[config.mk]
export PLATFORM = sky130hd
export DESIGN_NAME = periodic_task_tick_scheduler
export DESIGN_NICKNAME = d
export VERILOG_FILES = /design/src/sv/tts_pkg.sv /design/src/sv/tts_mod_unit.sv /design/src/sv/tts_task_table.sv /design/src/sv/periodic_task_tick_scheduler.sv
export SDC_FILE = /design/constraint.sdc
export NUM_CORES = 1
export LEC_CHECK = 0
export ABC_AREA = 1
export BUFFER_PORTS_ARGS = -buffer_cell sky130_fd_sc_hd__buf_2
export CAP_MARGIN = 20
export CORE_MARGIN = 3
export CORE_UTILIZATION = 45
export DETAILED_ROUTE_END_ITERATION = 8
export PLACE_DENSITY = 0.67
export SYNTH_ARGS = -nofsm -noshare
export SYNTH_HDL_FRONTEND = slang
export SYNTH_SLANG_ARGS = --single-unit
[constraint.sdc]
create_clock -name clk -period 5.3 [get_ports clk]
set_input_delay 0.265 -clock clk [delete_from_list [all_inputs] [get_ports clk]]
set_output_delay 0.265 -clock clk [all_outputs]
set_load 0.1 [all_outputs]
[src/sv/tts_pkg.sv]
// Shared types and constants of the periodic task tick scheduler.
`timescale 1ns / 1ps
package tts_pkg;

	localparam int TICK_W    = 32;
	localparam int PER_W     = 16;
	localparam int OFF_W     = 8;
	localparam int SLOT_FW   = 4;
	localparam int FUNC_W    = 3;
	localparam int DUE_W     = 10;
	localparam int EPT_W     = 16;
	localparam int MOD_CNT_W = $clog2(TICK_W);

	// stream payload widths
	localparam int S_DATA_W = 32;
	localparam int M_DATA_W = 48;

	typedef enum logic [FUNC_W-1:0] {
		FN_TIMER   = 3'd0,
		FN_CREATE  = 3'd1,
		FN_SUSPEND = 3'd2,
		FN_RESUME  = 3'd3,
		FN_DELETE  = 3'd4
	} func_t;

	typedef enum logic [1:0] {
		RS_EMPTY     = 2'd0,
		RS_READY     = 2'd1,
		RS_SUSPENDED = 2'd2,
		RS_KILLED    = 2'd3
	} run_t;

	typedef enum logic [1:0] {
		ST_IDLE  = 2'd0,
		ST_START = 2'd1,
		ST_WAIT  = 2'd2,
		ST_DONE  = 2'd3
	} state_t;

	// command towards the task table
	typedef struct packed {
		logic               valid;
		logic [FUNC_W-1:0]  func;
		logic [SLOT_FW-1:0] slot;
		logic [PER_W-1:0]   period;
		logic [OFF_W-1:0]   offset;
	} cmd_t;

	// status from the serial modulo unit
	typedef struct packed {
		logic done;
		logic zero;
	} mod_stat_t;

endpackage

[src/sv/tts_mod_unit.sv]
// Bit-serial restoring modulo unit: tick count modulo task period.
`timescale 1ns / 1ps
module tts_mod_unit (
	input  logic                       clk,
	input  logic                       arst_n,
	input  logic                       start,
	input  logic [tts_pkg::TICK_W-1:0] dividend,
	input  logic [tts_pkg::PER_W-1:0]  divisor,
	output tts_pkg::mod_stat_t         stat
);
	import tts_pkg::*;

	localparam logic [MOD_CNT_W-1:0] MOD_LAST = MOD_CNT_W'(TICK_W - 1);

	logic                 busy_q;
	logic                 done_q;
	logic [MOD_CNT_W-1:0] cnt_q;
	logic [TICK_W-1:0]    div_q;
	logic [PER_W-1:0]     per_q;
	logic [PER_W-1:0]     rem_q;
	logic [PER_W:0]       trial;
	logic                 fits;
	logic [PER_W-1:0]     rem_nxt;

	// one quotient bit per cycle: shift in the next dividend bit, subtract if it fits
	always_comb begin
		trial   = {rem_q, div_q[TICK_W-1]};
		fits    = trial >= {1'b0, per_q};
		rem_nxt = fits ? PER_W'(trial - {1'b0, per_q}) : trial[PER_W-1:0];
	end

	// step control
	always_ff @(posedge clk or negedge arst_n) begin
		if (!arst_n) begin
			busy_q <= 1'b0;
			done_q <= 1'b0;
			cnt_q  <= '0;
		end else begin
			done_q <= busy_q && (cnt_q == MOD_LAST);
			if (start) begin
				busy_q <= 1'b1;
				cnt_q  <= '0;
			end else if (busy_q) begin
				cnt_q <= cnt_q + 1'b1;
				if (cnt_q == MOD_LAST)
					busy_q <= 1'b0;
			end
		end
	end

	// shift registers
	always_ff @(posedge clk) begin
		if (start) begin
			div_q <= dividend;
			per_q <= divisor;
			rem_q <= '0;
		end else if (busy_q) begin
			div_q <= {div_q[TICK_W-2:0], 1'b0};
			rem_q <= rem_nxt;
		end
	end

	assign stat.done = done_q;
	assign stat.zero = (rem_q == '0);

endmodule

[src/sv/tts_task_table.sv]
// Task table: slot state, period and offset, with command decode.
`timescale 1ns / 1ps
module tts_task_table #(
	parameter int TASK_SLOTS = 10,
	parameter int SLOT_W     = 4
) (
	input  logic                       clk,
	input  logic                       arst_n,
	input  tts_pkg::cmd_t              cmd,
	output logic                       cmd_ok,
	input  logic [SLOT_W-1:0]          rd_idx,
	output logic                       rd_elig,
	output logic [tts_pkg::PER_W-1:0]  rd_period,
	output logic [tts_pkg::OFF_W-1:0]  rd_offset
);
	import tts_pkg::*;

	logic             live_q   [0:TASK_SLOTS-1];
	run_t             state_q  [0:TASK_SLOTS-1];
	logic [PER_W-1:0] period_q [0:TASK_SLOTS-1];
	logic [OFF_W-1:0] offset_q [0:TASK_SLOTS-1];

	logic              in_range;
	logic [SLOT_W-1:0] wr_idx;
	logic              do_create;
	logic              do_suspend;
	logic              do_resume;
	logic              do_delete;

	// command decode
	always_comb begin
		in_range   = {1'b0, cmd.slot} < (SLOT_FW + 1)'(TASK_SLOTS);
		wr_idx     = SLOT_W'(cmd.slot);
		do_create  = 1'b0;
		do_suspend = 1'b0;
		do_resume  = 1'b0;
		do_delete  = 1'b0;
		unique case (func_t'(cmd.func))
			FN_CREATE:  do_create  = in_range && (cmd.period != '0);
			FN_SUSPEND: do_suspend = in_range;
			FN_RESUME:  do_resume  = in_range && (state_q[wr_idx] == RS_SUSPENDED);
			FN_DELETE:  do_delete  = in_range;
			default:    ;
		endcase
		cmd_ok = do_create || do_suspend || do_resume || do_delete;
	end

	// slot state
	always_ff @(posedge clk or negedge arst_n) begin
		if (!arst_n) begin
			for (int i = 0; i < TASK_SLOTS; i++) begin
				live_q[i]  <= 1'b0;
				state_q[i] <= RS_EMPTY;
			end
		end else if (cmd.valid) begin
			if (do_create) begin
				live_q[wr_idx]  <= 1'b1;
				state_q[wr_idx] <= RS_READY;
			end
			if (do_suspend)
				state_q[wr_idx] <= RS_SUSPENDED;
			if (do_resume)
				state_q[wr_idx] <= RS_READY;
			if (do_delete) begin
				live_q[wr_idx]  <= 1'b0;
				state_q[wr_idx] <= RS_KILLED;
			end
		end
	end

	// period and offset, valid once a create has written them
	always_ff @(posedge clk) begin
		if (cmd.valid && do_create) begin
			period_q[wr_idx] <= cmd.period;
			offset_q[wr_idx] <= cmd.offset;
		end
	end

	// sweep read port
	assign rd_elig   = live_q[rd_idx] && (state_q[rd_idx] == RS_READY);
	assign rd_period = period_q[rd_idx];
	assign rd_offset = offset_q[rd_idx];

endmodule

[src/sv/periodic_task_tick_scheduler.sv]
// Top level of the periodic task tick scheduler.
//
//  channel  | signals                              | direction | contents
//  s_       | s_tvalid s_tready s_tdata s_tuser    | in        | one command or timer event
//  m_       | m_tvalid m_tready m_tdata            | out       | one result per input item
//  cfg_     | cfg_valid cfg_ready cfg_data         | in        | events_per_tick write
//
// Commands and timer events that do not finish a tick go straight to the done state.
// A finished tick sweeps the slots in turn through one bit-serial modulo unit.
// Reset clears the task table state, tick count and countdown; no clearing pass is needed.
// One item at a time; a new item is taken while the previous result waits on m_.
`timescale 1ns / 1ps
module periodic_task_tick_scheduler #(
	parameter int TASK_SLOTS = 10
) (
	input  logic                         clk,
	input  logic                         arst_n,
	input  logic                         s_tvalid,
	output logic                         s_tready,
	// [3:0] slot, [19:4] period, [27:20] start_offset, [31:28] zero
	input  logic [tts_pkg::S_DATA_W-1:0] s_tdata,
	// [2:0] func
	input  logic [tts_pkg::FUNC_W-1:0]   s_tuser,
	output logic                         m_tvalid,
	input  logic                         m_tready,
	// [0] tick_advanced, [10:1] due_mask, [42:11] tick_value, [43] accepted, [47:44] zero
	output logic [tts_pkg::M_DATA_W-1:0] m_tdata,
	input  logic                         cfg_valid,
	output logic                         cfg_ready,
	input  logic [tts_pkg::EPT_W-1:0]    cfg_data
);
	import tts_pkg::*;

	localparam int SLOT_W = (TASK_SLOTS > 1) ? $clog2(TASK_SLOTS) : 1;
	localparam logic [SLOT_W-1:0] SLOT_LAST = SLOT_W'(TASK_SLOTS - 1);

	state_t             state_q;
	state_t             state_nxt;
	logic [SLOT_W-1:0]  idx_q;
	logic [EPT_W-1:0]   ept_q;
	logic [EPT_W-1:0]   countdown_q;
	logic [TICK_W-1:0]  tick_q;
	logic [DUE_W-1:0]   due_q;
	logic               res_adv_q;
	logic               res_acc_q;
	logic               m_tvalid_q;
	logic [M_DATA_W-1:0] m_tdata_q;

	logic               s_accept;
	logic               mod_start;
	logic               load_out;
	logic [EPT_W-1:0]   cd_dec;
	logic               expire;
	logic               is_timer;
	cmd_t               cmd;
	logic               cmd_ok;
	logic               rd_elig;
	logic [PER_W-1:0]   rd_period;
	logic [OFF_W-1:0]   rd_offset;
	mod_stat_t          mstat;
	logic               tick_ge;
	logic               tick_eq;
	logic               hit;

	assign s_accept = s_tvalid && s_tready;
	assign is_timer = (func_t'(s_tuser) == FN_TIMER);
	assign cd_dec   = countdown_q - 1'b1;
	assign expire   = (cd_dec == '0);

	assign cmd.valid  = s_accept;
	assign cmd.func   = s_tuser;
	assign cmd.slot   = s_tdata[SLOT_FW-1:0];
	assign cmd.period = s_tdata[SLOT_FW +: PER_W];
	assign cmd.offset = s_tdata[SLOT_FW + PER_W +: OFF_W];

	tts_task_table #(
		.TASK_SLOTS (TASK_SLOTS),
		.SLOT_W     (SLOT_W)
	) u_table (
		.clk       (clk),
		.arst_n    (arst_n),
		.cmd       (cmd),
		.cmd_ok    (cmd_ok),
		.rd_idx    (idx_q),
		.rd_elig   (rd_elig),
		.rd_period (rd_period),
		.rd_offset (rd_offset)
	);

	tts_mod_unit u_mod (
		.clk      (clk),
		.arst_n   (arst_n),
		.start    (mod_start),
		.dividend (tick_q),
		.divisor  (rd_period),
		.stat     (mstat)
	);

	// due test for the slot under the sweep
	always_comb begin
		tick_ge = (tick_q[TICK_W-1:OFF_W] != '0) || (tick_q[OFF_W-1:0] >= rd_offset);
		tick_eq = (tick_q[TICK_W-1:OFF_W] == '0) && (tick_q[OFF_W-1:0] == rd_offset);
		hit     = rd_elig && ((mstat.zero && tick_ge) || tick_eq);
	end

	// sequencer state register
	always_ff @(posedge clk or negedge arst_n) begin
		if (!arst_n)
			state_q <= ST_IDLE;
		else
			state_q <= state_nxt;
	end

	// next state and strobes
	always_comb begin
		state_nxt = state_q;
		s_tready  = 1'b0;
		mod_start = 1'b0;
		load_out  = 1'b0;
		unique case (state_q)
			ST_IDLE: begin
				s_tready = 1'b1;
				if (s_tvalid)
					state_nxt = (is_timer && expire) ? ST_START : ST_DONE;
			end
			ST_START: begin
				mod_start = 1'b1;
				state_nxt = ST_WAIT;
			end
			ST_WAIT: begin
				if (mstat.done)
					state_nxt = (idx_q == SLOT_LAST) ? ST_DONE : ST_START;
			end
			ST_DONE: begin
				if (!m_tvalid_q || m_tready) begin
					load_out  = 1'b1;
					state_nxt = ST_IDLE;
				end
			end
			default: state_nxt = ST_IDLE;
		endcase
	end

	// tick count, countdown, events_per_tick register, sweep index and output valid
	always_ff @(posedge clk or negedge arst_n) begin
		if (!arst_n) begin
			ept_q       <= EPT_W'(1);
			countdown_q <= EPT_W'(1);
			tick_q      <= '0;
			idx_q       <= '0;
			m_tvalid_q  <= 1'b0;
		end else begin
			if (cfg_valid) begin
				ept_q       <= cfg_data;
				countdown_q <= cfg_data;
			end else if (s_accept && is_timer) begin
				if (expire) begin
					tick_q      <= tick_q + 1'b1;
					countdown_q <= ept_q;
				end else begin
					countdown_q <= cd_dec;
				end
			end
			if (s_accept)
				idx_q <= '0;
			else if (state_q == ST_WAIT && mstat.done && idx_q != SLOT_LAST)
				idx_q <= idx_q + 1'b1;
			if (load_out)
				m_tvalid_q <= 1'b1;
			else if (m_tready)
				m_tvalid_q <= 1'b0;
		end
	end

	// result collection and output register
	always_ff @(posedge clk) begin
		if (s_accept) begin
			due_q     <= '0;
			res_adv_q <= is_timer && expire;
			res_acc_q <= is_timer || cmd_ok;
		end else if (state_q == ST_WAIT && mstat.done) begin
			for (int i = 0; i < DUE_W; i++) begin
				if ({1'b0, idx_q} == (SLOT_W + 1)'(i) && i < TASK_SLOTS && hit)
					due_q[i] <= 1'b1;
			end
		end
		if (load_out)
			m_tdata_q <= {(M_DATA_W - TICK_W - DUE_W - 2)'(0), res_acc_q, tick_q, due_q,
				res_adv_q};
	end

	assign m_tvalid  = m_tvalid_q;
	assign m_tdata   = m_tdata_q;
	assign cfg_ready = 1'b1;

endmodule

== Yosys cells after proc, flatten, opt, wreduce, memory -nomap -nowiden ==
Memories as Yosys holds them, arrays and structs flattened. A register that Yosys moved wholly into a read port is not among the register bits.
Cells that the tools add are included.

* Memories kept: 2
* Memory bits (writable): 240
* Word-level logic and storage cells: 206
* Bits of input ports: 56
* Flip-flop bits (word level): 212
* Output and inout port bits: 51

* $add $sub $neg: 5
* Reductions and logical operators: 56
* Muxes and demuxes: 54
* Equality and inequality tests: 24
* Bitwise gates (word level): 15
* Magnitude comparators: 6

{| class="wikitable"
|+ Memory list
! memory !! words !! bits a word !! read ports !! clocked after memory_dff !! wr ports !! line !! text
|-
| u_table.period_q || 10 || 16 || 1 || 1 || 1 || tts_task_table.sv:20 || <nowiki>logic [PER_W-1:0] period_q [0:TASK_SLOTS-1];</nowiki>
|-
| u_table.offset_q || 10 || 8 || 1 || 0 || 1 || tts_task_table.sv:21 || <nowiki>logic [OFF_W-1:0] offset_q [0:TASK_SLOTS-1];</nowiki>
|}

{| class="wikitable"
|+ Operators by type and width
! operator !! count
|-
| 2-to-1 mux 20 bit || 7
|-
| 2-to-1 mux 16 bit || 4
|-
| 2-to-1 mux 32 bit || 2
|-
| bitwise AND 10 bit || 4
|-
| bitwise OR 10 bit || 4
|-
| adder 32 x 1 -> 32 bit, second input constant || 1
|-
| zero test 16 bit || 2
|-
| 2-to-1 mux 10 bit || 3
|-
| inverter 10 bit || 3
|-
| logical AND 1 bit || 24
|-
| zero test 24 bit || 1
|-
| nonzero test 24 bit || 1
|-
| 2-to-1 mux 2 bit || 10
|-
| bitwise OR 20 bit || 1
|-
| AND reduction 2 bit || 10
|-
| 2-to-1 mux 1 bit || 18
|-
| greater-or-equal comparator 17 x 16 -> 1 bit || 1
|-
| binary-select mux 2 bit (select 4 bit) || 2
|-
| == test 4 x 3 -> 1 bit, second input constant || 4
|-
| nonzero test 16 bit || 1
|-
| subtractor 16 x 1 -> 16 bit, second input constant || 1
|-
| subtractor 16 bit || 1
|-
| greater-or-equal comparator 5 bit, second input constant || 2
|-
| 2-to-1 mux 5 bit || 2
|-
| 32 further kinds || 51
|}

== Longest topological paths before layout ==
* Depth after elaboration: 17
* Depth in mapped cells: 19
* Depth with buffers taken out: 16

== Cells and area by module ==
Synthesis repeated with hierarchy kept, for this count alone.

* Cell total of the unflattened synthesis: 2,343
* Area total of the unflattened synthesis: 22,275.1 µm²

{| class="wikitable"
|+ Modules (own cells, without submodules)
! module !! seq. area each (µm²) !! cells each !! area each (µm²) !! instances
|-
| tts_task_table || 7,957.6 || 1,013 || 11,403.4 || 1
|-
| periodic_task_tick_scheduler || 3,360.7 || 810 || 6,677.7 || 1
|-
| tts_mod_unit || 1,936.9 || 520 || 4,194.0 || 1
|}

== Least setup slack after synthesis ==
OpenSTA, ideal clock, no wires.

* Kind: reg2reg
* Start: register state_q[1]
* End: memory u_table.offset_q[6][0], enable pin
* Data required time: 4.862 ns
* Period minus slack after synthesis: 4.629 ns
* Buffers on the path: 2
* Library setup time: 0.438 ns
* Data arrival time: 4.191 ns
* Cell stages (with the launch flop): 6
* Slack: 0.671 ns
* Path through: dfrtp_1 clkbuf_1 nor2_1 nand2_1 clkbuf_1 nor3_1

* Cells in the longest elaborated chain, start to end: 6

{| class="wikitable"
|+ RTL lines
! element !! line !! text
|-
| from (decl) || periodic_task_tick_scheduler.sv:37 || <nowiki>state_t state_q;</nowiki>
|-
| from (signal assigned) || periodic_task_tick_scheduler.sv:111 || <nowiki>state_q <= state_nxt;</nowiki>
|-
| zero test 2 bit || periodic_task_tick_scheduler.sv:120 || <nowiki>unique case (state_q)</nowiki>
|-
| 2-to-1 mux 1 bit || periodic_task_tick_scheduler.sv:120 ||
|-
| net s_tready || periodic_task_tick_scheduler.sv:19 || <nowiki>output logic s_tready,</nowiki>
|-
| logical AND 1 bit || periodic_task_tick_scheduler.sv:65 || <nowiki>assign s_accept = s_tvalid && s_tready;</nowiki>
|-
| logical AND 1 bit || tts_task_table.sv:73 || <nowiki>if (cmd.valid && do_create) begin</nowiki>
|-
| 2-to-1 mux 1 bit || tts_task_table.sv:73 ||
|-
| 2-to-1 mux 1 bit (not written as such) || tts_task_table.sv:75 || <nowiki>offset_q[wr_idx] <= cmd.offset;</nowiki>
|-
| to (decl) || tts_task_table.sv:21 ||
|}

The timed path passes the listed nets, and every way through them passes these cells.

== Final worst setup path ==
* Start: register idx_q[0]
* End: register due_q[5]

* Cells in the longest elaborated chain, start to end: 9
* Elaborated cells between the ends (all ways): 20
* Those cells by class: 1 x order compare; 3 x eq/ne; 6 x mux; 1 x bitwise; 8 x reduce/logical; 1 x memory

{| class="wikitable"
|+ RTL lines
! element !! line !! text
|-
| from (decl) || periodic_task_tick_scheduler.sv:39 || <nowiki>logic [SLOT_W-1:0] idx_q;</nowiki>
|-
| from (signal assigned) || periodic_task_tick_scheduler.sv:167 || <nowiki>idx_q <= idx_q + 1'b1;</nowiki>
|-
| branches (longest 7 deep; another with memory read (10 x 8 bit)) || -- ||
|-
| logical AND 1 bit * || periodic_task_tick_scheduler.sv:183 || <nowiki>if ({1'b0, idx_q} == (SLOT_W + 1)'(i) && i < TASK_SLOTS && hit)</nowiki>
|-
| AND reduction 2 bit (no line) * || -- ||
|-
| to (signal assigned) || periodic_task_tick_scheduler.sv:178 || <nowiki>due_q <= '0;</nowiki>
|-
| to (signal, indexed assignment) || periodic_task_tick_scheduler.sv:184 || <nowiki>due_q[i] <= 1'b1;</nowiki>
|-
| to (decl) || periodic_task_tick_scheduler.sv:43 || <nowiki>logic [DUE_W-1:0] due_q;</nowiki>
|}

Mark *: on every way between the ends. The select of a mux whose other input is x is not followed.
A chain may end at the register's enable or synchronous reset.

==> results.json <==
{
  "finalInstanceArea_um2": 24700,
  "port_buffers": 97,
  "grt_pass1_vias": 15700,
  "nFillCells": 4181,
  "synth-seq-cells": 468,
  "p_per_area_nw_per_um2": 430,
  "htreeDepth": 2,
  "crit_required_ns": 5.77,
  "place_ws_ns": 1.68,
  "worst-endpoint-arrival_ns": 4.12,
  "clock_power_share": 0.326,
  "vias": 16200,
  "globalRouteTotalUtil": 0.206,
  "p_comb_frac": 0.241,
  "fmax_ghz": 0.274,
  "die-area_um2": 50400,
  "grt_overflow": 0,
  "fin_ws_ns": 1.65,
  "critical_path_peak_fanout": 58,
  "numCtsBuffers": 49,
  "drt_iter0_drc": 1433,
  "grt_pass1_wl_um": 83300,
  "post-route-period-util": 0.688,
  "yosysUniqueCellTypes": 50,
  "wl_per_cell_um": 17.6,
  "via_per_inst": 5.43,
  "dp_hpwl_um": 33100,
  "syn_area_um2": 21500,
  "leakagePower_nw": 9.70,
  "rsz0062_at_grt": "no",
  "ant_nets": 0,
  "final_nets": 2421,
  "cts.sinks": 468,
  "status": "finished, final reports clean",
  "setup_viol": 0,
  "stdcell_count": 2977,
  "hold_viol_final": 0,
  "die-height_um": 225,
  "postPlaceCellArea_um2": 22600,
  "start_util": 0.459,
  "place.gp.congestion": 0.876,
  "max_slew_margin": 0.304,
  "area_growth_pct": 14.9,
  "critPathCaptureType": "register",
  "hp-class": "in2reg",
  "path_clk_slew_ns": 0.06,
  "power_mw": 10.6,
  "criticalPathCategory": "reg2reg",
  "fin_setup_tns_ns": 0,
  "synth_warnings": 0,
  "drive_gt1_frac": 0.103,
  "multiInputGateArea_um2": 7120,
  "sw_frac_of_total": 0.329,
  "dr.pass1.iters": 5,
  "io_pins": 107,
  "cts_buffer_depth": 3,
  "ys_seq_area_frac": 0.616,
  "core_area_um2": 46900,
  "p_int_mw": 7.12,
  "hold_slack_ns": 0.0920,
  "utilization": 0.527,
  "syn_avg_cell_area_um2": 9.78,
  "drv_slew": 0,
  "finalCriticalPeriod_ns": 3.65,
  "crit_chain": "clkinv_2 > o21ai_0 > o22ai_1 > nand2_1 > o21ai_0 > a21oi_1 > ha_1 > a21oi_1 > o21ai_0 > nor2_1 > nand4_1 > nand2_1 > nand2_1 > nand4_1 > a21oi_1",
  "cts_resized": 0,
  "clk_latency_ns": 0.61,
  "power.switching_mw": 3.49,
  "worst_slew_pin_slew_ns": 1.04,
  "cap_violations": 0,
  "p_seq_frac": 0.433,
  "start_kind": "register",
  "cts_tree": "built",
  "finClkSkew_ns": 0.0161,
  "die_w_um": 225,
  "drc_errors": 0,
  "antenna_found_initial": 3,
  "clockRootBuffer": "clkbuf_16",
  "synthCells": 2199,
  "crit_slowest_cell": "clkinv_2",
  "max-vdd-ir-drop_uv": 259,
  "max_stage_delay_ns": 0.70,
  "routed_wl_um": 52400,
  "grt_max_degree": 65,
  "fp-row-count": 79,
  "ff_latch_area_um2": 13300,
  "place_inst": 2844
}
==> synth_stat cells (all sizes together) <==
cell,count,share of area
nor3,36,0.0091
xor2,29,0.012
buf,24,0.0067
ha,33,0.019
clkinv,4,0.00070
and2,1,0.00029
nand4,31,0.0090
dfxtp,26,0.024
o21ai,243,0.057
nor2,289,0.054
nand3,133,0.032
a21o,1,0.00035
fa,1,0.00093
o21a,5,0.0017
dfstp,2,0.0024
o31ai,1,0.00035
o22a,4,0.0016
a22oi,4,0.0014
a22o,2,0.00081
a32oi,1,0.00041
nand2,410,0.073
o211ai,17,0.0059
nand3b,2,0.00070
clkbuf,68,0.012
and3,2,0.00058
dfrtp,106,0.12
o22ai,61,0.018
conb,2,0.00035
a21boi,1,0.00035
nor4,9,0.0026
edfxtp,334,0.47
xnor2,8,0.0033
a21oi,93,0.022
inv,205,0.036
a211oi,1,0.00035
a31oi,10,0.0029
==> state kept, by name, indices dropped and copies added, names as in the netlist, 2 cells and up <==
register,count
due_q,10
u_mod.rem_q,16
idx_q,4
u_table.state_q,20
state_q,2
tick_q,32
countdown_q,16
u_mod.per_q,16
u_mod.cnt_q,5
ept_q,16
u_mod.div_q,32
m_tdata,44
u_table.period_q,160
u_table.live_q,10
u_table.offset_q,80
==> cells by family (layout without fill, tap and decap cells) <==
kind of cell	Yosys count	after routing	synth area share
buffers and inverters	301	468	0.0550
AO/OA/AOI/OAI	444	444	0.112
adder cells (fa/ha/maj)	34	34	0.0201
AND/OR/NAND/NOR	913	913	0.181
flip-flops	468	468	0.616
XOR/XNOR	37	37	0.0151
other	2	6	0.000349
==> path summary, 6_finish.rpt <==
check / startpoint / end / slack (ns) / cells past startpoint
setup / recovery: idx_q[0]$_DFFE_PN0P_ / due_q[5]$_SDFFE_PP0P_ / 1.65 / 15
hold / removal: s_tdata[2] / u_table.state_q[2]$_DFFE_PN0P_ / 0.09 / 4
setup reg to reg: idx_q[0]$_DFFE_PN0P_ / due_q[5]$_SDFFE_PP0P_ / 1.65 / 15
hold reg to reg: res_adv_q$_DFFE_PP_ / m_tdata[0]$_DFFE_PP_ / 0.41 / 0
max in group asynchronous: arst_n / ept_q[0]$_DFFE_PN1P_ / 3.67 / 4
min in group asynchronous: arst_n / countdown_q[15]$_DFFE_PN0P_ / 0.22 / 2
==> worst max-delay path, delay by kind of cell (launching register included) <==
family	cells	cell delay (ns)
adders and majority gates	1	0.31
and+or+nand+nor	6	0.71
DFF	1	0.58
buffers and inverters	1	0.70
AOI/OAI and AO/OA	7	1.19
==> layout make-up <==
class / count / area share
Sequential cell: 468 / 0.537
Multi-Input combinational cell: 1433 / 0.288
Clock buffer: 57 / 0.0517
Timing Repair Buffer: 170 / 0.0469
Inverter: 209 / 0.0318
Tap cell: 607 / 0.0307
Clock inverter: 32 / 0.0139
Antenna cell: 1 / 0.000101
==> layout by cell type (no fill, tap or decap), types with 8 or more instances in the layout <==
cell type / count
edfxtp_1: 334
dfrtp_1: 105
a31oi_1: 10
nor3_1: 32
nor2_4: 8
ha_1: 33
dfxtp_1: 26
buf_4: 30
xor2_1: 29
nor4_1: 9
clkinv_1: 17
nor2_1: 269
nand4_1: 31
buf_2: 96
xnor2_1: 8
o21ai_1: 27
nand3_1: 130
a21oi_1: 92
o211ai_1: 17
inv_1: 197
clkbuf_16: 49
nand2_1: 404
o21ai_0: 216
nor2_2: 11
o22ai_1: 61
dlygate4sd3_1: 42
==> layer usage <==
metal	wire length, um	vias to the layer above	share of wire	track usage
met2	24800	473	0.47	0.339
li1	-	7822	-	-
met4	1690	4	0.032	0.0716
met3	2950	114	0.056	0.0330
met5	27	-	0.00052	0
met1	22900	7750	0.44	0.279
==> repair_timing <==
action | in CTS | in global routing
setup buffers | 0 | 0
hold endpoints to repair | 315 | 0
hold buffers | 42 | 0
==> power by group through the flow <==
| stage | clock [mW] | combinational [mW] | sequential [mW] |
|---|---|---|---|
| after floorplan | 0 | 1.54 | 5.04 |
| after global placement | 0 | 2.43 | 4.65 |
| after detailed placement | 0 | 2.51 | 4.66 |
| after CTS | 3.53 | 2.54 | 4.59 |
| after global routing | 3.67 | 2.85 | 4.63 |
| final | 3.46 | 2.55 | 4.60 |
No activity file was read; power rests on OpenSTA's default activity.
